File: config.mk
export PLATFORM = sky130hd
export DESIGN_NAME = round_robin_task_scheduler_top
export DESIGN_NICKNAME = d
export VERILOG_FILES = /design/src/hw/rtl/rrts_pkg.sv /design/src/hw/rtl/rrts_dp.sv /design/src/hw/rtl/rrts_ctrl.sv /design/src/hw/rtl/round_robin_task_scheduler_top.sv
export SDC_FILE = /design/constraint.sdc
export NUM_CORES = 2
export LEC_CHECK = 0
export BUFFER_PORTS_ARGS = -buffer_cell sky130_fd_sc_hd__buf_2
export CORE_MARGIN = 2
export CORE_UTILIZATION = 54
export DETAILED_ROUTE_END_ITERATION = 7
export PLACE_DENSITY = 0.81
export REMOVE_ABC_BUFFERS = 1
export SLEW_MARGIN = 10
export SYNTH_ARGS = -nofsm -noshare
export SYNTH_HDL_FRONTEND = slang
export SYNTH_SLANG_ARGS = --single-unit
File: constraint.sdc
create_clock -name clk -period 12.8 [get_ports clk]
set_input_delay 1.92 -clock clk [delete_from_list [all_inputs] [get_ports clk]]
set_output_delay 1.92 -clock clk [all_outputs]
set_load 0.1 [all_outputs]
File: src/hw/rtl/rrts_pkg.sv
// Shared types and constants for the round-robin task scheduler.
package rrts_pkg;

  typedef struct packed {
    logic [1:0]  action;
    logic [15:0] duration_ms;
  } in_word_t;

  typedef struct packed {
    logic [2:0] run_task;
    logic       no_task;
    logic [2:0] new_index;
    logic       status;
    logic [3:0] task_count;
  } out_word_t;

  typedef struct packed {
    logic capture;
    logic do_create;
    logic do_sleep_wr;
    logic do_end_wr;
    logic walk_init_cd;
    logic walk_init_pk;
    logic walk_cd;
    logic walk_pk;
  } dp_cmd_t;

  typedef struct packed {
    logic full;
    logic has_cur;
    logic walk_done;
    logic pick_hit;
  } dp_stat_t;

  localparam logic [1:0] ACT_TICK   = 2'd0;
  localparam logic [1:0] ACT_CREATE = 2'd1;
  localparam logic [1:0] ACT_SLEEP  = 2'd2;
  localparam logic [1:0] ACT_END    = 2'd3;

  localparam logic [2:0] TS_INVALID    = 3'd0;
  localparam logic [2:0] TS_READY      = 3'd1;
  localparam logic [2:0] TS_RUNNING    = 3'd2;
  localparam logic [2:0] TS_SLEEPING   = 3'd3;
  localparam logic [2:0] TS_TERMINATED = 3'd4;

  localparam logic [15:0] TPS_RESET = 16'd2000;

  // x/1000 = floor((x>>3) * RECIP_125 / 2^DIV_SHIFT), exact for x below 2^32
  localparam logic [29:0] RECIP_125 = 30'd549755814;
  localparam int unsigned DIV_SHIFT = 36;

endpackage

File: src/hw/rtl/rrts_dp.sv
// Scheduler datapath: task table memories, ms-to-tick conversion, table walker.
module rrts_dp #(
  parameter int MAX_TASKS = 8
) (
  input  logic                clk,
  input  logic                rst_n,
  input  rrts_pkg::in_word_t  in_word,
  input  logic                cfg_we,
  input  logic [15:0]         cfg_wdata,
  input  rrts_pkg::dp_cmd_t   cmd,
  output rrts_pkg::dp_stat_t  stat,
  output rrts_pkg::out_word_t out_word
);

  localparam int IDXW = (MAX_TASKS > 1) ? $clog2(MAX_TASKS) : 1;
  localparam int NUMW = $clog2(MAX_TASKS + 1);

  // task table
  logic [2:0]  st_mem    [MAX_TASKS];
  logic [15:0] slice_mem [MAX_TASKS];
  logic [15:0] used_mem  [MAX_TASKS];
  logic [15:0] sleep_mem [MAX_TASKS];

  logic [2:0]  st_q;
  logic [15:0] slice_q, used_q, sleep_q;

  logic [IDXW-1:0] rd_addr, wr_addr;
  logic            we_st, we_slice, we_used, we_sleep;
  logic [2:0]      st_wd;
  logic [15:0]     slice_wd, used_wd, sleep_wd;

  // control state
  logic [15:0]     tps_r;
  logic [NUMW-1:0] num_r;
  logic [IDXW-1:0] cur_r;
  logic            idle_r;
  logic [IDXW-1:0] new_idx_r;
  logic            status_r;
  rrts_pkg::in_word_t in_r;

  // conversion pipeline
  logic [31:0] prod1_r;
  logic [58:0] prod2;
  logic [15:0] ticks_r;

  // walker
  logic [IDXW-1:0] iss_ptr_r, proc_ptr_r, ptr_nxt, pk_start;
  logic [NUMW-1:0] cnt_r;
  logic            proc_v_r, proc_last_r;
  logic            issue;
  logic [NUMW:0]   ptr_inc, cnt_inc;

  logic [15:0] u1, s1;
  logic        is_run, is_ready, is_sleep, under_slice;
  logic        full, has_cur, pick_hit, walk_done;

  logic [IDXW+2:0] cur_ext, new_ext;
  logic [NUMW+3:0] num_ext;

  always_comb begin
    full      = num_r >= NUMW'(MAX_TASKS);
    has_cur   = !idle_r && (NUMW'(cur_r) < num_r);
    pk_start  = (NUMW'(cur_r) < num_r) ? cur_r : '0;
    ptr_inc   = (NUMW + 1)'(iss_ptr_r) + 1'b1;
    ptr_nxt   = (ptr_inc >= {1'b0, num_r}) ? '0 : ptr_inc[IDXW-1:0];
    cnt_inc   = (NUMW + 1)'(cnt_r) + 1'b1;
    issue     = (cmd.walk_cd || cmd.walk_pk) && (cnt_r < num_r);
    rd_addr   = iss_ptr_r;

    u1          = used_q + 16'd1;
    s1          = sleep_q - 16'd1;
    is_run      = st_q == rrts_pkg::TS_RUNNING;
    is_ready    = st_q == rrts_pkg::TS_READY;
    is_sleep    = st_q == rrts_pkg::TS_SLEEPING;
    under_slice = u1 < slice_q;
    pick_hit    = cmd.walk_pk && proc_v_r && (is_ready || (is_run && under_slice));
    walk_done   = (proc_v_r && proc_last_r) || (num_r == '0);
  end

  always_comb begin
    stat.full      = full;
    stat.has_cur   = has_cur;
    stat.walk_done = walk_done;
    stat.pick_hit  = pick_hit;
  end

  // table write port: one entry per cycle
  always_comb begin
    wr_addr  = proc_ptr_r;
    we_st    = 1'b0;
    we_slice = 1'b0;
    we_used  = 1'b0;
    we_sleep = 1'b0;
    st_wd    = rrts_pkg::TS_READY;
    slice_wd = ticks_r;
    used_wd  = 16'd0;
    sleep_wd = 16'd0;
    if (cmd.do_create) begin
      wr_addr  = num_r[IDXW-1:0];
      we_st    = 1'b1;
      we_slice = 1'b1;
      we_used  = 1'b1;
      we_sleep = 1'b1;
    end else if (cmd.do_sleep_wr) begin
      wr_addr  = cur_r;
      we_st    = 1'b1;
      st_wd    = rrts_pkg::TS_SLEEPING;
      we_sleep = 1'b1;
      sleep_wd = ticks_r;
    end else if (cmd.do_end_wr) begin
      wr_addr = cur_r;
      we_st   = 1'b1;
      st_wd   = rrts_pkg::TS_TERMINATED;
    end else if (cmd.walk_cd && proc_v_r && is_sleep) begin
      we_sleep = 1'b1;
      sleep_wd = s1;
      we_st    = s1 == 16'd0;
    end else if (cmd.walk_pk && proc_v_r) begin
      if (is_run) begin
        we_used = 1'b1;
        used_wd = u1;
        we_st   = !under_slice;
      end else if (is_ready) begin
        we_used = 1'b1;
        we_st   = 1'b1;
        st_wd   = rrts_pkg::TS_RUNNING;
      end
    end
  end

  always_ff @(posedge clk) begin
    if (we_st) begin
      st_mem[wr_addr] <= st_wd;
    end
    if (we_slice) begin
      slice_mem[wr_addr] <= slice_wd;
    end
    if (we_used) begin
      used_mem[wr_addr] <= used_wd;
    end
    if (we_sleep) begin
      sleep_mem[wr_addr] <= sleep_wd;
    end
    st_q    <= st_mem[rd_addr];
    slice_q <= slice_mem[rd_addr];
    used_q  <= used_mem[rd_addr];
    sleep_q <= sleep_mem[rd_addr];
  end

  // ms to ticks: rate * ms, then divide by 1000 through a reciprocal
  assign prod2 = 59'(prod1_r[31:3]) * 59'(rrts_pkg::RECIP_125);

  always_ff @(posedge clk) begin
    prod1_r <= 32'(tps_r) * 32'(in_r.duration_ms);
    ticks_r <= prod2[rrts_pkg::DIV_SHIFT+15:rrts_pkg::DIV_SHIFT];
  end

  // payload registers
  always_ff @(posedge clk) begin
    if (cmd.capture) begin
      in_r      <= in_word;
      new_idx_r <= '0;
      status_r  <= (in_word.action == rrts_pkg::ACT_CREATE) && full;
    end else if (cmd.do_create) begin
      new_idx_r <= num_r[IDXW-1:0];
    end
    if (issue) begin
      proc_ptr_r  <= iss_ptr_r;
      proc_last_r <= cnt_inc == {1'b0, num_r};
    end
  end

  always_ff @(posedge clk) begin
    if (!rst_n) begin
      tps_r     <= rrts_pkg::TPS_RESET;
      num_r     <= '0;
      cur_r     <= '0;
      idle_r    <= 1'b0;
      iss_ptr_r <= '0;
      cnt_r     <= '0;
      proc_v_r  <= 1'b0;
    end else begin
      if (cfg_we) begin
        tps_r <= cfg_wdata;
      end
      if (cmd.do_create) begin
        num_r <= num_r + 1'b1;
      end
      if (pick_hit) begin
        cur_r  <= proc_ptr_r;
        idle_r <= 1'b0;
      end else if (cmd.walk_pk && walk_done) begin
        // nothing ready: go idle, restart the next search at entry 0
        cur_r  <= '0;
        idle_r <= 1'b1;
      end
      if (cmd.walk_init_cd || cmd.walk_init_pk) begin
        iss_ptr_r <= cmd.walk_init_pk ? pk_start : '0;
        cnt_r     <= '0;
        proc_v_r  <= 1'b0;
      end else begin
        proc_v_r <= issue;
        if (issue) begin
          iss_ptr_r <= ptr_nxt;
          cnt_r     <= cnt_inc[NUMW-1:0];
        end
      end
    end
  end

  always_comb begin
    cur_ext             = (IDXW + 3)'(cur_r);
    new_ext             = (IDXW + 3)'(new_idx_r);
    num_ext             = (NUMW + 4)'(num_r);
    out_word.run_task   = cur_ext[2:0];
    out_word.no_task    = idle_r;
    out_word.new_index  = new_ext[2:0];
    out_word.status     = status_r;
    out_word.task_count = num_ext[3:0];
  end

endmodule

File: src/hw/rtl/rrts_ctrl.sv
// Scheduler controller: sequences create, sleep, end and tick passes.
module rrts_ctrl (
  input  logic               clk,
  input  logic               rst_n,
  input  logic               start,
  input  logic [1:0]         in_action,
  input  rrts_pkg::dp_stat_t stat,
  output rrts_pkg::dp_cmd_t  cmd,
  output logic               busy,
  output logic               out_valid
);

  localparam logic [3:0] S_IDLE    = 4'd0;
  localparam logic [3:0] S_MUL1    = 4'd1;
  localparam logic [3:0] S_MUL2    = 4'd2;
  localparam logic [3:0] S_CREATE  = 4'd3;
  localparam logic [3:0] S_SLEEPW  = 4'd4;
  localparam logic [3:0] S_ENDW    = 4'd5;
  localparam logic [3:0] S_INIT_CD = 4'd6;
  localparam logic [3:0] S_CD      = 4'd7;
  localparam logic [3:0] S_INIT_PK = 4'd8;
  localparam logic [3:0] S_PK      = 4'd9;
  localparam logic [3:0] S_DONE    = 4'd10;

  logic [3:0] state_r, state_nxt;
  logic [1:0] act_r;

  always_comb begin
    state_nxt = state_r;
    cmd       = '0;
    case (state_r)
      S_IDLE: begin
        cmd.capture = start;
        if (start) begin
          case (in_action)
            rrts_pkg::ACT_TICK:   state_nxt = S_INIT_CD;
            rrts_pkg::ACT_CREATE: state_nxt = stat.full ? S_DONE : S_MUL1;
            rrts_pkg::ACT_SLEEP:  state_nxt = stat.has_cur ? S_MUL1 : S_INIT_CD;
            default:              state_nxt = stat.has_cur ? S_ENDW : S_DONE;
          endcase
        end
      end
      S_MUL1: state_nxt = S_MUL2;
      S_MUL2: state_nxt = (act_r == rrts_pkg::ACT_CREATE) ? S_CREATE : S_SLEEPW;
      S_CREATE: begin
        cmd.do_create = 1'b1;
        state_nxt     = S_DONE;
      end
      S_SLEEPW: begin
        cmd.do_sleep_wr = 1'b1;
        state_nxt       = S_INIT_CD;
      end
      S_ENDW: begin
        cmd.do_end_wr = 1'b1;
        state_nxt     = S_DONE;
      end
      S_INIT_CD: begin
        cmd.walk_init_cd = 1'b1;
        state_nxt        = S_CD;
      end
      S_CD: begin
        cmd.walk_cd = 1'b1;
        if (stat.walk_done) begin
          state_nxt = S_INIT_PK;
        end
      end
      S_INIT_PK: begin
        cmd.walk_init_pk = 1'b1;
        state_nxt        = S_PK;
      end
      S_PK: begin
        cmd.walk_pk = 1'b1;
        if (stat.pick_hit || stat.walk_done) begin
          state_nxt = S_DONE;
        end
      end
      S_DONE:  state_nxt = S_IDLE;
      default: state_nxt = S_IDLE;
    endcase
  end

  always_ff @(posedge clk) begin
    if (!rst_n) begin
      state_r <= S_IDLE;
    end else begin
      state_r <= state_nxt;
    end
  end

  always_ff @(posedge clk) begin
    if (cmd.capture) begin
      act_r <= in_action;
    end
  end

  assign busy      = state_r != S_IDLE;
  assign out_valid = state_r == S_DONE;

endmodule

File: src/hw/rtl/round_robin_task_scheduler_top.sv
// Throughput: one word at a time; a create on a full table skips the conversion and write.
// Tick and sleep words walk the task table twice (one entry per cycle through the
//   table's read port), once to count down sleepers and once to pick the next task.
// The result strobe lasts one cycle and cannot be held off; busy drops the cycle after.
// Reset clears control state and sets the tick rate to 2000; no clearing pass.
module round_robin_task_scheduler_top #(
  parameter int MAX_TASKS = 8
) (
  input  logic                clk,
  input  logic                rst_n,
  input  logic                start,
  output logic                busy,
  input  rrts_pkg::in_word_t  in_word,
  output logic                out_valid,
  output rrts_pkg::out_word_t out_word,
  input  logic                cfg_we,
  input  logic [15:0]         cfg_wdata
);

  rrts_pkg::dp_cmd_t  cmd;
  rrts_pkg::dp_stat_t stat;

  rrts_ctrl u_ctrl (
    .clk       (clk),
    .rst_n     (rst_n),
    .start     (start),
    .in_action (in_word.action),
    .stat      (stat),
    .cmd       (cmd),
    .busy      (busy),
    .out_valid (out_valid)
  );

  rrts_dp #(
    .MAX_TASKS (MAX_TASKS)
  ) u_dp (
    .clk       (clk),
    .rst_n     (rst_n),
    .in_word   (in_word),
    .cfg_we    (cfg_we),
    .cfg_wdata (cfg_wdata),
    .cmd       (cmd),
    .stat      (stat),
    .out_word  (out_word)
  );

  a_strobe_single: assert property (@(posedge clk) disable iff (!rst_n)
    out_valid |=> !out_valid)
    else $error("result strobe held longer than one cycle");

  a_accept_busy: assert property (@(posedge clk) disable iff (!rst_n)
    start && !busy |=> busy)
    else $error("accepted word did not raise busy");

  a_strobe_in_busy: assert property (@(posedge clk) disable iff (!rst_n)
    out_valid |-> busy)
    else $error("result strobe outside a busy period");

  a_full_index: assert property (@(posedge clk) disable iff (!rst_n)
    out_valid && out_word.status |-> out_word.new_index == 3'd0)
    else $error("full table reported with a nonzero index");

endmodule

# --- Yosys cells after proc, flatten, opt, wreduce, memory -nomap -nowiden ---
# Memories as Yosys holds them, arrays and structs flattened. A register that Yosys moved wholly into a read port is not among the register bits.
# Index checks and enable logic that the tools add are counted.
classes:
  addsub: 5
  multipliers: 2
  magnitude_cmp: 5
  n_eq_ne: 20
  n_mux: 70
  bitwise_logic: 1
  reduce_logical: 28
ops:
  columns: ["op", "count"]
  rows:
  - ["$mux W16", 10]
  - ["$mux W3", 18]
  - ["$mul A29 B29 Y51 const B", 1]
  - ["$pmux W4 S9", 1]
  - ["$mux W1", 34]
  - ["$mul A16 B16 Y32", 1]
  - ["$mux W4", 5]
  - ["$add A16 B1 Y16 const B", 1]
  - ["$eq A4 B3 Y1 const B", 4]
  - ["$logic_not A16 Y1", 1]
  - ["$lt A16 B16 Y1", 1]
  - ["$sub A16 B1 Y16 const B", 1]
  - ["$eq A4 B4 Y1 const B", 3]
  - ["$pmux W4 S3", 1]
  - ["$logic_and A1 B1 Y1", 10]
  - ["$eq A4 B2 Y1 const B", 2]
  - ["$logic_not A4 Y1", 2]
  - ["$eq A3 B2 Y1 const B", 2]
  - ["$reduce_or A2 Y1", 3]
  - ["$add A4 B1 Y5 const B", 1]
  - ["$eq A5 B4 Y1", 1]
  - ["$ge A5 B4 Y1", 1]
  - ["$logic_or A1 B1 Y1", 5]
  - ["$add A3 B1 Y4 const B", 1]
  - ["other kinds (17)", 21]
word_totals:
  register_bits: 110
  ramBits: 408
  inputBits: 38
  out_inout_bits: 14
  mem_count: 4
memory_table:
  columns: ["memory", "words", "word_bits", "rd", "rd_ports_with_merged_regs", "wr", "line", "rtl"]
  rows:
  - ["u_dp.sleep_mem", 8, 16, 1, 1, 1, "rrts_dp.sv:22", "logic [15:0] sleep_mem [MAX_TASKS];"]
  - ["u_dp.slice_mem", 8, 16, 1, 1, 1, "rrts_dp.sv:20", "logic [15:0] slice_mem [MAX_TASKS];"]
  - ["u_dp.used_mem", 8, 16, 1, 1, 1, "rrts_dp.sv:21", "logic [15:0] used_mem [MAX_TASKS];"]
  - ["u_dp.st_mem", 8, 3, 1, 1, 1, "rrts_dp.sv:19", "logic [2:0] st_mem [MAX_TASKS];"]

# --- Longest topological paths before layout ---
logic_depth:
  ltp_word: 11
  mapped_depth: 24
  depth_no_buf: 23

# --- By module ---
# A second synthesis with hierarchy kept.
unflattened:
  cells_unflattened: 3484
  area_unflattened_um2: 42568.3
by_module_without_submodules:
  columns: ["module", "instances", "cells_each", "area_each_um2"]
  rows:
  - ["rrts_dp", 1, 3420, 42072.9]
  - ["rrts_ctrl", 1, 64, 495.5]

# --- Worst setup path after synthesis ---
# Ideal clock, no wire load.
synth_path:
  path_kind: "register -> register"
  startpoint: "register u_dp.prod1_r[22]"
  endpoint: "register u_dp.ticks_r[10], in the netlist u_dp.slice_wd[10]"
  setup_ps: 73
  arrival_ps: 6338
  t_required_ps: 12727
  path_slack_ps: 6389
  stages_incl_launch_ff: 24
  period_less_slack_ps: 6411
  cell_sequence: "dfxtp_1 -> ha_1 -> fa_1 -> fa_1 -> inv_1 -> fa_1 -> inv_1 -> fa_1 -> inv_1 -> fa_1 -> inv_1 -> fa_1 -> inv_1 -> fa_1 -> inv_1 -> ha_1 -> a21o_1 -> a21o_1 -> a21oi_1 -> o211ai_1 -> a2111oi_2 -> nor3_1 -> or4_4 -> o211ai_2"
synth_via:
  elab_chain_cells: 1
synth_lines:
  columns: ["element", "line", "rtl"]
  rows:
  - ["from (decl)", "rrts_dp.sv:42", "logic [31:0] prod1_r;"]
  - ["from (signal assigned)", "rrts_dp.sv:154", "prod1_r <= 32'(tps_r) * 32'(in_r.duration_ms);"]
  - ["$mul A29 B29 Y51", "rrts_dp.sv:151", "assign prod2 = 59'(prod1_r[31:3]) * 59'(rrts_pkg::RECIP_125);"]
  - ["via u_dp.prod2[46]", "rrts_dp.sv:43", "logic [58:0] prod2;"]
  - ["to (signal assigned)", "rrts_dp.sv:155", "ticks_r <= prod2[rrts_pkg::DIV_SHIFT+15:rrts_pkg::DIV_SHIFT];"]
  - ["to (decl)", "rrts_dp.sv:44", "logic [15:0] ticks_r;"]
# The timed path passes the listed nets, and every way through them passes these cells.
# A chain may end at the register's enable or synchronous reset.

# --- Final worst setup path ---
layout_path:
  startpoint: "register u_dp.prod1_r[23]"
  endpoint: "register u_dp.ticks_r[10], in the netlist u_dp.slice_wd[10]"
# Same word-level chain as after synthesis.

==> flow_summary.html <==
<table>
<tr><th>Metric</th><th>Value</th></tr>
<tr><th colspan="2">Min path</th></tr>
<tr><td>Hold Crit Class</td><td>flip-flop to flip-flop</td></tr>
<tr><th colspan="2">Job</th></tr>
<tr><td>Reported max-cap violation count</td><td>0</td></tr>
<tr><th colspan="2">Critical path</th></tr>
<tr><td>Endpoint of the worst register-to-register path</td><td>u_dp.slice_wd[10]</td></tr>
<tr><td>Most used cell along the critical path</td><td>fa_1</td></tr>
<tr><td>Endpoint required time on the critical path</td><td>13.40 ns</td></tr>
<tr><td>Critical Path Sink Type</td><td>flip-flop</td></tr>
<tr><td>Crit path max-delay cell type</td><td>dfxtp_1</td></tr>
<tr><td>Count of cells along the worst register-to-register path</td><td>23</td></tr>
<tr><td>Bufs and invs on worst path</td><td>6</td></tr>
<tr><td>Kind of cell with the highest combined delay on the critical path</td><td>adder cells</td></tr>
<tr><td>Crit Reg-Reg Startpoint</td><td>u_dp.prod1_r[23]</td></tr>
<tr><td>Slack of the worst reg-to-reg path</td><td>5.78 ns</td></tr>
<tr><td>Largest stage delay on the critical path</td><td>0.61 ns</td></tr>
<tr><td>Ordered cell list for the critical path</td><td>ha_1 -&gt; fa_1 -&gt; fa_1 -&gt; inv_1 -&gt; fa_1 -&gt; inv_1 -&gt; fa_1 -&gt; inv_1 -&gt; fa_1 -&gt; inv_1 -&gt; fa_1 -&gt; inv_1 -&gt; fa_1 -&gt; inv_1 -&gt; ha_1 -&gt; a21o_1 -&gt; a21o_1 -&gt; a21oi_1 -&gt; o211ai_1 -&gt; a2111oi_2 -&gt; nor3_1 -&gt; or4_4 -&gt; o211ai_2</td></tr>
<tr><td>Count of cell instances traversed by the critical path</td><td>23</td></tr>
<tr><td>Timing endpoint of the critical path</td><td>u_dp.slice_wd[10]</td></tr>
<tr><td>Worst Path Class, Setup</td><td>flip-flop to flip-flop</td></tr>
<tr><td>CP Launch Type</td><td>flip-flop</td></tr>
<tr><td>WP data arrival</td><td>7.62 ns</td></tr>
<tr><td>Critical path startpoint</td><td>u_dp.prod1_r[23]</td></tr>
<tr><td>Largest fanout on the critical path</td><td>10</td></tr>
<tr><th colspan="2">Drt</th></tr>
<tr><td>First DRT Iteration DRCs</td><td>2337</td></tr>
<tr><td>Via density</td><td>5.639</td></tr>
<tr><td>Pre-antenna DRT Iters</td><td>6</td></tr>
<tr><td>Vias post-DR</td><td>26970</td></tr>
<tr><td>Sum of routed wire length over all layers</td><td>99160 um</td></tr>
<tr><td>Routed wire per std cell</td><td>20.74 um</td></tr>
<tr><td>Antenna violation net count after detailed routing</td><td>0</td></tr>
<tr><td>Drc violations</td><td>0</td></tr>
<tr><th colspan="2">Cells and area</th></tr>
<tr><td>Area Overhead vs Synth</td><td>7.536%</td></tr>
<tr><td>Number of fill cells</td><td>5991</td></tr>
<tr><td>Layout net count</td><td>4654</td></tr>
<tr><td>Layout cells sized above 1</td><td>7.663%</td></tr>
<tr><td>Most common library cell in the layout ignoring fill and taps</td><td>inv_1</td></tr>
<tr><td>Leading cell types in the layout, fill and taps excluded</td><td>inv_1 (763), ha_1 (472), fa_1 (457)</td></tr>
<tr><td>Ant diodes</td><td>0</td></tr>
<tr><th colspan="2">Die</th></tr>
<tr><td>Area of the die</td><td>81590 um2</td></tr>
<tr><td>Core ar.</td><td>78740 um2</td></tr>
<tr><td>Floorplan die width</td><td>285.6 um</td></tr>
<tr><td>Row cnt</td><td>103</td></tr>
<tr><td>Boundary Pins</td><td>52</td></tr>
<tr><td>Initial core utilization</td><td>54.40%</td></tr>
<tr><td>Die Height</td><td>285.6 um</td></tr>
<tr><th colspan="2">Synthesis</th></tr>
<tr><td>Area of the mapped netlist</td><td>42830 um2</td></tr>
<tr><td>Number of synthesized flops with an enable pin</td><td>431</td></tr>
<tr><td>Post-Synthesis Cells</td><td>3646</td></tr>
<tr><td>Seq cells post-synth</td><td>566</td></tr>
<tr><td>Portion of the post-synthesis area used by sequential elements</td><td>36.53%</td></tr>
<tr><td>Count of cell types in the netlist</td><td>74</td></tr>
<tr><td>Synthesized area per cell</td><td>11.75 um2</td></tr>
<tr><td>Asr flop ratio synth</td><td>0%</td></tr>
<tr><td>Leading register cell type out of synthesis</td><td>edfxtp_1</td></tr>
<tr><td>Synth Warn #</td><td>0</td></tr>
<tr><th colspan="2">GRT</th></tr>
<tr><td>Grt met3 use</td><td>3.700%</td></tr>
<tr><td>Antenna violations before repair</td><td>1</td></tr>
<tr><td>Maximum number of pins on one net before global-route repair</td><td>55</td></tr>
<tr><td>Number of global-route vias before repair</td><td>28390</td></tr>
<tr><td>GRT Residual Overflow</td><td>0</td></tr>
<tr><td>Wire length of the first global-routing pass</td><td>156400 um</td></tr>
<tr><td>Aggregate global-route resource usage</td><td>24.76%</td></tr>
<tr><td>M2 GR Usage</td><td>42.91%</td></tr>
<tr><td>Met1 Usage GRT</td><td>31.08%</td></tr>
<tr><td>Most congested layer reported by global routing</td><td>met2</td></tr>
<tr><th colspan="2">Clocking</th></tr>
<tr><td>Cts repair resizes</td><td>0</td></tr>
<tr><td>Clock H-tree levels</td><td>2</td></tr>
<tr><td>Clock tree buffer depth</td><td>3</td></tr>
<tr><td>Post-CTS Setup Bufs</td><td>0</td></tr>
<tr><td>CTS sink cnt</td><td>566</td></tr>
<tr><td>Number of hold-repair buffers added at the cts stage</td><td>0</td></tr>
<tr><td>Clock buffers created by TritonCTS</td><td>53</td></tr>
<tr><td>Clk Latency, worst-skew pair</td><td>0.69 ns</td></tr>
<tr><td>Clock-pin slew on the worst setup and hold paths</td><td>0.09 ns</td></tr>
<tr><td>Cell at the root of the clock tree</td><td>clkbuf_16</td></tr>
<tr><td>CTS tree</td><td>yes</td></tr>
<tr><th colspan="2">Timing</th></tr>
<tr><td>Setup skew after layout</td><td>0.08782 ns</td></tr>
<tr><td>Top achievable clock speed</td><td>142.4 MHz</td></tr>
<tr><td>Number of slew-limit violations in the final report</td><td>0</td></tr>
<tr><td>Max-slew headroom</td><td>18.74%</td></tr>
<tr><td>Period minus WS final</td><td>7.021 ns</td></tr>
<tr><td>Final setup fails</td><td>0</td></tr>
<tr><td>Unrepaired setup endpoints after global routing</td><td>no</td></tr>
<tr><td>Worst hold margin</td><td>0.4849 ns</td></tr>
<tr><td>Hold violation total from the final report</td><td>0</td></tr>
<tr><td>Slew at the pin with the worst max-slew slack</td><td>1.213 ns</td></tr>
<tr><td>Summed negative setup slack over all endpoints</td><td>0 ns</td></tr>
<tr><td>Ratio of final minimum period to clock period</td><td>54.85%</td></tr>
<tr><th colspan="2">Placement</th></tr>
<tr><td>Count of input and output buffers</td><td>51</td></tr>
<tr><td>Final weighted congestion of routability-driven global placement</td><td>0.9488</td></tr>
<tr><td>HPWL after detailed placement</td><td>73470 um</td></tr>
<tr><th colspan="2">Status</th></tr>
<tr><td>Outcome</td><td>completed</td></tr>
</table>
-- stage by stage --
| stage | worst slack (ns) | util [%] | area (um2) | std cells |
|---|---|---|---|---|
| after floorplan | 6.389 | - | 42450 | 3548 |
| after global placement | 5.875 | 56.24 | 44280 | 4682 |
| after detailed placement | 5.749 | 56.24 | 44280 | 4682 |
| after CTS | 5.810 | 58.49 | 46060 | 4782 |
| after global routing | 5.458 | 58.50 | 46060 | 4782 |
| final | 5.779 | 58.50 | 46060 | 4782 |
-- cell families (layout without fill, tap and decap cells) --
logic type	count (synthesis)	in the layout	share of synthesized area, %
adders and majority gates	929	929	35.15
buffers and inverters	863	949	7.604
and+or+nand+nor	793	793	8.620
DFF	566	566	36.53
AOI/OAI and AO/OA	285	285	4.466
muxes	124	124	5.880
xor gates and xnor gates	86	86	1.758
-- per-layer routing --
metal,vias up,part of all wire (%)
li1,12100,-
met1,13480,38
met2,1117,50
met3,263,7.0
met4,2,4.6
met5,-,0.019
-- registers in the layout, indices dropped and copies added (netlist names), 2 cells and up --
signal / cells
u_dp.tps_r: 16
u_dp.new_idx_r: 3
u_dp.proc_ptr_r: 3
u_dp.iss_ptr_r: 3
u_dp.slice_q: 16
u_dp.used_q: 16
u_ctrl.act_r: 2
u_dp.cnt_r: 4
u_dp.slice_wd: 16
u_dp.in_r: 16
u_dp.st_q: 3
u_dp.sleep_q: 16
u_dp.num_r: 4
u_dp.prod1_r: 29
u_dp.used_mem: 128
u_dp.slice_mem: 128
u_ctrl.state_r: 4
u_dp.sleep_mem: 128
u_dp.cur_r: 3
u_dp.st_mem: 24
-- cell usage after synthesis, drive strengths merged, types with 13 or more instances --
cell / number / area (um2)
mux4: 102 / 2297
dfxtp: 135 / 2703
and2: 103 / 644.4
buf: 21 / 96.34
inv: 763 / 2864
xnor2: 57 / 499.2
nand2b: 16 / 100.1
nor3: 29 / 145.1
nor2b: 41 / 256.5
ha: 472 / 5906
nor2: 99 / 371.6
and3: 14 / 87.58
clkbuf: 77 / 289.0
a21oi: 77 / 385.4
xor2: 29 / 254.0
edfxtp: 431 / 12940
nand4: 16 / 100.1
o21a: 13 / 97.59
fa: 457 / 9149
nand3: 37 / 185.2
o21ai: 52 / 260.3
nand2: 396 / 1486
mux2i: 21 / 210.2
a21o: 45 / 337.8
-- tightest hold or removal path, delay by kind of cell (launching register included) --
kind,cells,cell delay [ns]
flip-flops,1,0.32
AND/OR/NAND/NOR,1,0.06
AO/OA/AOI/OAI,1,0.06
-- worst min path at each step --
stage                       from           endpoint  cells after the start
6_report       u_dp.new_idx_r[0]  u_dp.new_idx_r[0]                      2
5_1_grt        u_dp.new_idx_r[0]  u_dp.new_idx_r[0]                      2
4_1_cts        u_dp.new_idx_r[0]  u_dp.new_idx_r[0]                      2
3_5_place_dp   u_dp.new_idx_r[0]  u_dp.new_idx_r[0]                      2
3_3_place_gp   u_dp.new_idx_r[0]  u_dp.new_idx_r[0]                      2
2_1_floorplan      u_dp.cnt_r[1]      u_dp.cnt_r[1]                      2
-- final cells by class --
| cell class | instances | area, um2 | share of cell area, % |
|---|---|---|---|
| inverters | 765 | 2872 | 6.234 |
| clock inverters | 28 | 327.8 | 0.7117 |
| clock buffers | 72 | 1448 | 3.143 |
| well taps | 1050 | 1314 | 2.852 |
| flip-flops and latches | 566 | 15650 | 33.98 |
| multi-input cells | 2217 | 23940 | 51.98 |
| repair buffers | 84 | 503.0 | 1.092 |
Power is left out: the tool's default activity adds up to more than one toggle a clock period on the data nets, which glitch-free logic cannot reach.
